--- config.mk ---
export PLATFORM = sky130hd
export DESIGN_NAME = bitmap_count_and_find
export DESIGN_NICKNAME = d
export VERILOG_FILES = /design/src/rtl/core/bcf_pkg.sv /design/src/rtl/core/bitmap_count_and_find.sv /design/src/rtl/core/bcf_mem.sv /design/src/rtl/core/bcf_scan_unit.sv
export SDC_FILE = /design/constraint.sdc
export NUM_CORES = 2
export LEC_CHECK = 0
export BUFFER_PORTS_ARGS = -buffer_cell sky130_fd_sc_hd__buf_2
export CORE_MARGIN = 5
export CORE_UTILIZATION = 51
export CTS_BUF_LIST = sky130_fd_sc_hd__clkbuf_8
export DETAILED_ROUTE_END_ITERATION = 8
export GPL_TIMING_DRIVEN = 0
export HOLD_SLACK_MARGIN = 0.03
export PLACE_DENSITY_LB_ADDON = 0.08
export SLEW_MARGIN = 20
export SYNTH_ARGS = -nofsm -noshare
export SYNTH_HDL_FRONTEND = slang
export SYNTH_SLANG_ARGS = --single-unit
--- constraint.sdc ---
create_clock -name clk -period 6.4 [get_ports clk]
set_input_delay 0.64 -clock clk [delete_from_list [all_inputs] [get_ports clk]]
set_output_delay 0.64 -clock clk [all_outputs]
set_load 0.1 [all_outputs]
--- src/rtl/core/bcf_pkg.sv ---
`timescale 1ns / 1ps
package bcf_pkg;

    localparam int WORDS_DEFAULT = 64;
    localparam int WORD_BITS     = 32;
    localparam int LEN_W         = 12;
    localparam int IDX_W         = 11;
    localparam int WIDX_W        = 6;
    localparam int POP_W         = 6;
    localparam int POS_W         = 5;
    localparam logic [WORD_BITS-1:0] ALL_ONES = 32'hffff_ffff;

    typedef struct packed {
        logic [LEN_W-1:0] count;
        logic [IDX_W-1:0] first_index;
        logic             first_found;
        logic [IDX_W-1:0] last_index;
        logic             last_found;
    } scan_acc_t;

    // Bits of word w that lie below the used length (bit 31 is the lowest index).
    function automatic logic [WORD_BITS-1:0] word_mask(input logic [31:0] w,
                                                       input logic [LEN_W-1:0] len);
        logic [31:0] start;
        logic [31:0] len32;
        logic [31:0] diff;
        logic [5:0]  amt;
        logic [WORD_BITS-1:0] m;
        start = w << 5;
        len32 = 32'(len);
        diff  = len32 - start;
        amt   = 6'd32 - {1'b0, diff[4:0]};
        if (len32 <= start)
        begin
            m = '0;
        end
        else if (diff >= 32'(WORD_BITS))
        begin
            m = ALL_ONES;
        end
        else
        begin
            m = ALL_ONES << amt;
        end
        return m;
    endfunction

    function automatic logic [POP_W-1:0] pop32(input logic [WORD_BITS-1:0] x);
        logic [POP_W-1:0] n;
        n = '0;
        for (int i = 0; i < WORD_BITS; i++)
        begin
            n = n + POP_W'(x[i]);
        end
        return n;
    endfunction

    // Zeros above the highest set bit; x nonzero.
    function automatic logic [POS_W-1:0] lead_zeros(input logic [WORD_BITS-1:0] x);
        logic [POS_W-1:0] n;
        n = '0;
        for (int i = 0; i < WORD_BITS; i++)
        begin
            if (x[i])
            begin
                n = POS_W'(WORD_BITS - 1 - i);
            end
        end
        return n;
    endfunction

    // Position of the lowest set bit; x nonzero.
    function automatic logic [POS_W-1:0] low_bit(input logic [WORD_BITS-1:0] x);
        logic [POS_W-1:0] n;
        n = '0;
        for (int i = WORD_BITS - 1; i >= 0; i--)
        begin
            if (x[i])
            begin
                n = POS_W'(i);
            end
        end
        return n;
    endfunction

endpackage

--- src/rtl/core/bitmap_count_and_find.sv ---
`timescale 1ns / 1ps
// Bit vector of WORDS 32-bit words with population count, lowest set index and
// highest clear index. A word write is accepted when start is high and busy is low;
// the vector is then scanned one word per cycle through a single shared scan unit
// fed by the one read port of the word memory; busy stays high until the done strobe.
// Done is high for exactly one cycle with the result on the result ports, and the
// strobe cannot be held off by the receiver. After reset a clearing pass over all
// words runs with busy high. A write of the length register (cfg_valid with
// cfg_ready) while idle starts a masking pass that clears bits beyond the new
// length; busy and a low cfg_ready cover it.
module bitmap_count_and_find #(
    parameter int WORDS = bcf_pkg::WORDS_DEFAULT
) (
    input  logic                           clk,
    input  logic                           rst_n,
    input  logic                           start,
    output logic                           busy,
    input  logic [bcf_pkg::WIDX_W-1:0]     word_index,
    input  logic [bcf_pkg::WORD_BITS-1:0]  word_data,
    output logic                           done,
    output logic [bcf_pkg::LEN_W-1:0]      set_count,
    output logic                           all_ones,
    output logic [bcf_pkg::IDX_W-1:0]      first_set_index,
    output logic                           first_set_found,
    output logic [bcf_pkg::IDX_W-1:0]      last_clear_index,
    output logic                           last_clear_found,
    input  logic                           cfg_valid,
    output logic                           cfg_ready,
    input  logic [bcf_pkg::LEN_W-1:0]      cfg_data
);
    import bcf_pkg::*;

    localparam int AW  = (WORDS > 1) ? $clog2(WORDS) : 1;
    localparam int CW  = $clog2(WORDS + 1);
    localparam int CAP = WORDS * WORD_BITS;

    typedef enum logic [1:0] {
        S_CLEAR,
        S_IDLE,
        S_MASK,
        S_SCAN
    } state_t;

    state_t            state_reg, state_next;
    logic [CW-1:0]     cnt_reg, cnt_next;
    logic              pend_reg, pend_next;
    logic [AW-1:0]     pend_addr_reg, pend_addr_next;
    logic [LEN_W-1:0]  length_reg, length_next;
    logic              done_reg, done_next;
    logic [LEN_W-1:0]  set_count_reg, set_count_next;
    logic              all_ones_reg, all_ones_next;
    logic [IDX_W-1:0]  first_index_reg, first_index_next;
    logic              first_found_reg, first_found_next;
    logic [IDX_W-1:0]  last_index_reg, last_index_next;
    logic              last_found_reg, last_found_next;

    logic [LEN_W-1:0]     used_len;
    logic                 accept;
    logic                 cfg_take;
    logic                 in_ok;
    logic                 issue;
    logic                 sweep_end;
    logic                 mem_we;
    logic [AW-1:0]        mem_waddr;
    logic [WORD_BITS-1:0] mem_wdata;
    logic [WORD_BITS-1:0] mem_rdata;
    scan_acc_t            acc;

    assign used_len  = (32'(length_reg) > 32'(CAP)) ? LEN_W'(CAP) : length_reg;
    assign busy      = (state_reg != S_IDLE);
    assign accept    = start && !busy;
    assign cfg_ready = (state_reg == S_CLEAR) || (state_reg == S_IDLE && !start);
    assign cfg_take  = cfg_valid && cfg_ready;
    assign in_ok     = (32'(word_index) < 32'(WORDS))
                    && ((32'(word_index) << 5) < 32'(used_len));
    assign issue     = (state_reg == S_SCAN || state_reg == S_MASK)
                    && (cnt_reg != CW'(WORDS));
    assign sweep_end = (cnt_reg == CW'(WORDS)) && !pend_reg;

    always_comb
    begin
        mem_we    = 1'b0;
        mem_waddr = cnt_reg[AW-1:0];
        mem_wdata = '0;
        case (state_reg)
            S_CLEAR:
            begin
                mem_we = 1'b1;
            end
            S_IDLE:
            begin
                mem_we    = accept && in_ok;
                mem_waddr = AW'(word_index);
                mem_wdata = word_data & word_mask(32'(word_index), used_len);
            end
            S_MASK:
            begin
                // read-modify-write, one word behind the read address
                mem_we    = pend_reg;
                mem_waddr = pend_addr_reg;
                mem_wdata = mem_rdata & word_mask(32'(pend_addr_reg), used_len);
            end
            default:
            begin
                mem_we = 1'b0;
            end
        endcase
    end

    bcf_mem #(
        .WORDS (WORDS),
        .AW    (AW)
    ) u_mem (
        .clk   (clk),
        .we    (mem_we),
        .waddr (mem_waddr),
        .wdata (mem_wdata),
        .re    (issue),
        .raddr (cnt_reg[AW-1:0]),
        .rdata (mem_rdata)
    );

    bcf_scan_unit #(
        .AW (AW)
    ) u_scan (
        .clk  (clk),
        .clr  (accept),
        .en   (pend_reg && state_reg == S_SCAN),
        .word (mem_rdata),
        .addr (pend_addr_reg),
        .len  (used_len),
        .acc  (acc)
    );

    always_comb
    begin
        state_next       = state_reg;
        cnt_next         = cnt_reg;
        pend_next        = issue;
        pend_addr_next   = issue ? cnt_reg[AW-1:0] : pend_addr_reg;
        length_next      = cfg_take ? cfg_data : length_reg;
        done_next        = 1'b0;
        set_count_next   = set_count_reg;
        all_ones_next    = all_ones_reg;
        first_index_next = first_index_reg;
        first_found_next = first_found_reg;
        last_index_next  = last_index_reg;
        last_found_next  = last_found_reg;
        if (issue)
        begin
            cnt_next = cnt_reg + 1'b1;
        end
        case (state_reg)
            S_CLEAR:
            begin
                cnt_next = cnt_reg + 1'b1;
                if (cnt_reg == CW'(WORDS - 1))
                begin
                    state_next = S_IDLE;
                end
            end
            S_IDLE:
            begin
                cnt_next = '0;
                if (accept)
                begin
                    state_next = S_SCAN;
                end
                else if (cfg_take)
                begin
                    state_next = S_MASK;
                end
            end
            S_MASK:
            begin
                if (sweep_end)
                begin
                    state_next = S_IDLE;
                end
            end
            S_SCAN:
            begin
                if (sweep_end)
                begin
                    state_next       = S_IDLE;
                    done_next        = 1'b1;
                    set_count_next   = acc.count;
                    all_ones_next    = (used_len != '0) && (acc.count == used_len);
                    first_index_next = acc.first_index;
                    first_found_next = acc.first_found;
                    last_index_next  = acc.last_index;
                    last_found_next  = acc.last_found;
                end
            end
            default:
            begin
                state_next = S_IDLE;
            end
        endcase
    end

    always_ff @(posedge clk or negedge rst_n)
    begin
        if (!rst_n)
        begin
            state_reg     <= S_CLEAR;
            cnt_reg       <= '0;
            pend_reg      <= 1'b0;
            length_reg    <= '0;
            done_reg      <= 1'b0;
        end
        else
        begin
            state_reg     <= state_next;
            cnt_reg       <= cnt_next;
            pend_reg      <= pend_next;
            length_reg    <= length_next;
            done_reg      <= done_next;
        end
    end

    always_ff @(posedge clk)
    begin
        pend_addr_reg   <= pend_addr_next;
        set_count_reg   <= set_count_next;
        all_ones_reg    <= all_ones_next;
        first_index_reg <= first_index_next;
        first_found_reg <= first_found_next;
        last_index_reg  <= last_index_next;
        last_found_reg  <= last_found_next;
    end

    assign done             = done_reg;
    assign set_count        = set_count_reg;
    assign all_ones         = all_ones_reg;
    assign first_set_index  = first_index_reg;
    assign first_set_found  = first_found_reg;
    assign last_clear_index = last_index_reg;
    assign last_clear_found = last_found_reg;

    a_done_after_scan: assert property (@(posedge clk) disable iff (!rst_n)
        done |-> ($past(state_reg) == S_SCAN && state_reg == S_IDLE))
        else $error("result strobe outside end of scan");

    a_accept_goes_busy: assert property (@(posedge clk) disable iff (!rst_n)
        (start && !busy) |=> (busy && state_reg == S_SCAN))
        else $error("accepted item did not start a scan");

    a_found_matches_count: assert property (@(posedge clk) disable iff (!rst_n)
        done |-> (first_set_found == (set_count != '0)))
        else $error("first set flag disagrees with count");

    a_full_no_clear: assert property (@(posedge clk) disable iff (!rst_n)
        (done && all_ones) |-> !last_clear_found)
        else $error("full vector reports a clear bit");

    a_no_mem_write_in_scan: assert property (@(posedge clk) disable iff (!rst_n)
        (state_reg == S_SCAN) |-> !mem_we)
        else $error("memory written during scan");

endmodule

--- src/rtl/core/bcf_mem.sv ---
`timescale 1ns / 1ps
module bcf_mem #(
    parameter int WORDS = bcf_pkg::WORDS_DEFAULT,
    parameter int AW    = 6
) (
    input  logic                           clk,
    input  logic                           we,
    input  logic [AW-1:0]                  waddr,
    input  logic [bcf_pkg::WORD_BITS-1:0]  wdata,
    input  logic                           re,
    input  logic [AW-1:0]                  raddr,
    output logic [bcf_pkg::WORD_BITS-1:0]  rdata
);
    import bcf_pkg::*;

    logic [WORD_BITS-1:0] mem_reg [WORDS];
    logic [WORD_BITS-1:0] rdata_reg;

    always_ff @(posedge clk)
    begin
        if (we)
        begin
            mem_reg[waddr] <= wdata;
        end
    end

    always_ff @(posedge clk)
    begin
        if (re)
        begin
            rdata_reg <= mem_reg[raddr];
        end
    end

    assign rdata = rdata_reg;

endmodule

--- src/rtl/core/bcf_scan_unit.sv ---
`timescale 1ns / 1ps
module bcf_scan_unit #(
    parameter int AW = 6
) (
    input  logic                           clk,
    input  logic                           clr,
    input  logic                           en,
    input  logic [bcf_pkg::WORD_BITS-1:0]  word,
    input  logic [AW-1:0]                  addr,
    input  logic [bcf_pkg::LEN_W-1:0]      len,
    output bcf_pkg::scan_acc_t             acc
);
    import bcf_pkg::*;

    scan_acc_t            acc_reg;
    scan_acc_t            acc_next;
    logic [WORD_BITS-1:0] clear_bits;
    logic [31:0]          base;
    logic [31:0]          first_cand;
    logic [31:0]          last_cand;

    always_comb
    begin
        clear_bits = ~word & word_mask(32'(addr), len);
        base       = 32'(addr) << 5;
        first_cand = base + 32'(lead_zeros(word));
        last_cand  = base + 32'(5'd31 - low_bit(clear_bits));
        acc_next   = acc_reg;
        if (clr)
        begin
            acc_next = '0;
        end
        else if (en)
        begin
            acc_next.count = acc_reg.count + LEN_W'(pop32(word));
            // words arrive in ascending order: keep the first hit
            if (!acc_reg.first_found && word != '0)
            begin
                acc_next.first_found = 1'b1;
                acc_next.first_index = first_cand[IDX_W-1:0];
            end
            // and the latest clear position
            if (clear_bits != '0)
            begin
                acc_next.last_found = 1'b1;
                acc_next.last_index = last_cand[IDX_W-1:0];
            end
        end
    end

    always_ff @(posedge clk)
    begin
        acc_reg <= acc_next;
    end

    assign acc = acc_reg;

endmodule

==> qor.txt <==
=====================================================================================================
Outcome ................................................................................    completed
Worst path required time ...............................................................      7.13 ns
Remaining number of nets flagged by the antenna check after routing ....................            0
Total standard cell area after synthesis ...............................................  0.08673 mm²
FFs w/ async S/R, synth ................................................................      0.01054
Max capacitance violation total ........................................................            0
Number of enable-type register cells in the synthesized netlist ........................        2,123
Post-Place Setup Slack .................................................................   -0.4059 ns
Largest net degree at the start of global routing ......................................           65
Setup repair after global routing missed its margin ....................................          yes
Max FFs per register ...................................................................        2,048
Clock Pin Slew Worst Setup and Hold Paths ..............................................      0.06 ns
Simple-gate share of the synthesized area ..............................................      0.02435
# port buffers .........................................................................           93
Length of the first detailed-routing pass in iterations ................................            5
Worst slew pin tran ....................................................................     1.214 ns
Core area ..............................................................................   0.1693 mm²
Register-to-register path setup slack ..................................................      0.09 ns
Count of pins over their slew limit ....................................................            0
Clk Tree Root Cell .....................................................................     clkbuf_8
Post-layout util .......................................................................       0.6063
Hold crit path type ....................................................................       in2reg
Overflow left after global routing .....................................................            0
Period Utilization, post-route .........................................................       0.9856
Final worst-path setup slack ...........................................................   0.09190 ns
Die width ..............................................................................     422.4 µm
Nets ...................................................................................        4,894
Critical path type .....................................................................      reg2reg
Top cells by area in the synthesized netlist ........................................... edfxtp_1 74%, mux4_2 17%, dfxtp_1 0.83%
Final-report setup violation count .....................................................            0
Maximum fanout along the worst path ....................................................           14
Maximum clock frequency ................................................................    158.5 MHz
Leading cell types by count after synthesis ............................................ 2,123 x edfxtp_1, 657 x mux4_2, 152 x nor2_1
Clock period minus worst slack .........................................................     6.308 ns
Sequential cell area fraction in the yosys report ......................................       0.7500
Ratio of cells with drive above 1 in the final layout ..................................       0.3334
Area leader, netlist ...................................................................     edfxtp_1
Global-route wire length before repair .................................................     358.0 mm
Clock tree from TritonCTS ..............................................................         done
Worst rel slew slack ...................................................................       0.1905
Post-synthesis share of cell area spent on full adders, half adders and majority gates .      0.01186
Kind of launch point of the worst setup path ...........................................         flop
Overall routing resource usage .........................................................       0.2878
Number of distinct library cell variants in the gate-level netlist after synthesis .....           74
CTS max path bufs ......................................................................            4
DRC errors left ........................................................................            0
R2r startpoint ......................................................................... length_reg[3]
Average detailed-routed wire length per instance .......................................     35.49 µm
Number of warnings issued by yosys .....................................................            0
Worst R2R End .......................................................................... u_mem.mem_reg[39][14]
Vias in the first global route .........................................................       45,940
P&R area growth vs syn .................................................................       18.34%
Most used standard cell by instance count after synthesis ..............................     edfxtp_1
Most common flop cell mapped by yosys ..................................................     edfxtp_1
Total CTS buffers ......................................................................          366
Power density normalized to cell area .................................................. 534.0 mW/mm²
Post-detailed-routing wire length ......................................................     257.6 mm
DR iter-0 viols ........................................................................        5,656
Leakage component of the power .........................................................     33.02 nW
Overall die area .......................................................................   0.1784 mm²
Post-DP HPWL ...........................................................................     179.6 mm
Hold Crit Endpoint ..................................................................... u_mem.mem_reg[3][27]
Final total power ......................................................................     54.81 mW
Clock sink total .......................................................................        2,182
Multiplexer share of the synthesized area ..............................................       0.1744
Hold path startpoint ................................................................... word_data[27]
XOR/XNOR share of the synthesized area .................................................     0.002727
H-tree depth reported by CTS ...........................................................            5
Crit end category ......................................................................         flop
Worst Hold Depth .......................................................................            3
R2R depth ..............................................................................           17
Area share of the leading cell type in the synthesized netlist .........................       0.7351
Post-synthesis compound-gate area fraction .............................................      0.02461
Non-filler cells, final ................................................................        7,258
Starting density of the core ...........................................................       0.5123
Number of antenna violations at the first check in global routing ......................           29
Count of boundary I/O pins .............................................................           94
Fin. Hold Viols ........................................................................            0
Row cnt ................................................................................          151
Clock Latency Late Sink ................................................................      1.07 ns
Sequential cell area ...................................................................  0.06505 mm²
Net count of the mapped netlist ........................................................        4,128
Multi-input combinational cell area ....................................................  0.02156 mm²
Combinational family with the most area after synthesis ................................ multiplexers
Filler cell count in the final layout ..................................................       12,020
Global placer's final weighted congestion ..............................................       0.9404
Maximum VDD drop .......................................................................     1.364 mV
Via density ............................................................................        6.378
Post-synthesis area per instance .......................................................    21.64 µm²
Routed via count .......................................................................       46,290
Arrival time at the worst endpoint .....................................................      7.04 ns
Placed cells ...........................................................................        6,477
Setup skew after layout ................................................................   0.08086 ns
Synthesis-stage register bit count .....................................................        2,182
Post-Syn Instances .....................................................................        4,008
Die Span Y .............................................................................     422.4 µm
=====================================================================================================
[worst max path at each step]
| stage | start | endpoint | cells past startpoint |
|---|---|---|---|
| 2_1_floorplan | length_reg[3] | u_mem.mem_reg[0][9] | 12 |
| 5_1_grt | length_reg[3] | u_mem.mem_reg[39][0] | 17 |
| 3_3_place_gp | length_reg[11] | u_mem.mem_reg[54][12] | 13 |
| 3_5_place_dp | u_mem.rdata[1] | u_scan.acc[35] | 22 |
| 6_report | length_reg[3] | u_mem.mem_reg[39][14] | 17 |
| 4_1_cts | u_mem.rdata[0] | u_scan.acc[35] | 22 |
[cells by family (layout without fill, tap and decap cells)]
kind of cell,count (synthesis),in the layout
flip-flops,2182,2182
multiplexers,688,688
AND/OR/NAND/NOR,454,454
AO/OA/AOI/OAI,316,316
buffers and inverters,275,1288
adder cells (fa/ha/maj),66,66
XOR/XNOR,27,27
other,0,19
[cell usage in the layout (no fill, tap or decap), drive strengths merged, types with 10 or more instances in the layout]
| master | synthesis | layout |
|---|---|---|
| inv | 76 | 188 |
| ha | 39 | 39 |
| nor2 | 152 | 152 |
| nand2b | 17 | 17 |
| nand3 | 49 | 49 |
| mux2 | 14 | 14 |
| o21ai | 62 | 62 |
| dfxtp | 36 | 36 |
| nand4 | 10 | 10 |
| nor4 | 14 | 14 |
| nor2b | 25 | 25 |
| nand2 | 127 | 127 |
| o211ai | 35 | 35 |
| and2 | 13 | 13 |
| dfrtp | 23 | 23 |
| xnor2 | 11 | 11 |
| a211oi | 18 | 18 |
| a21o | 11 | 11 |
| a31oi | 23 | 23 |
| a21oi | 68 | 68 |
| clkinv | 0 | 121 |
| buf | 50 | 423 |
| clkbuf | 149 | 532 |
| mux4 | 657 | 657 |
| a21boi | 18 | 18 |
| nor3 | 17 | 17 |
| edfxtp | 2123 | 2123 |
| mux2i | 17 | 17 |
| diode | 0 | 19 |
| xor2 | 16 | 16 |
| dlygate4sd3 | 0 | 15 |
| fa | 27 | 27 |
[stage by stage]
step	cell area [µm²]	hold slack, ns	setup TNS (ns)
final	102600	0.1244	0
after global routing	102600	0.09611	-4.721
after CTS	101400	0.03082	-0.2053
after detailed placement	94670	0.4104	-24.34
after global placement	89970	0.4091	-9454.18
after floorplan	86730	0.3444	0
[area by class of cell]
class,instances,area share
Multi-Input combinational cell,1551,0.2100
Clock inverter,242,0.01063
Clock buffer,373,0.05002
Antenna cell,19,0.0004633
Buffer,199,0.008010
Tap cell,2218,0.02704
Sequential cell,2182,0.6338
Timing Repair Buffer,398,0.05724
Inverter,76,0.002780
[power breakdown]
group	switching (mW)	leakage, nW	internal, mW
clock network	5.37	3.62	5.52
logic	15.0	9.34	10.4
registers	0.457	20.1	18.0
[per-layer routing]
layer / part of all wire / up-vias / GRT usage
li1: - / 18510 / -
met1: 0.40 / 24820 / 0.4090
met2: 0.46 / 2446 / 0.4421
met3: 0.087 / 516 / 0.06307
met4: 0.044 / 6 / 0.1139
met5: 0.00017 / - / 0
[critical path, stage by stage (launching register included)]
cell      delay [ns]
dfrtp_1         0.38
clkbuf_1        0.21
or4_1           0.62
o31ai_1         0.35
nand2_1         0.24
fa_1            0.45
nand2b_1        0.15
a21boi_0        0.22
o21ai_0         0.19
a21boi_0        0.21
o22a_1          0.18
o21ai_0         0.15
a21oi_1         0.55
nor2b_1         0.39
nand2_1         0.67
nor2_4          0.64
buf_16          0.23
buf_16          0.17
[repair_timing]
action,in CTS,in global routing
endpoints found under the setup margin,288,1398
hold buffers,15,0
hold endpoints to repair,37,0
buffers inserted,35,95
resized for setup,18,14
pin swaps,28,48
Note: power is estimated with default switching activity, not from simulation.
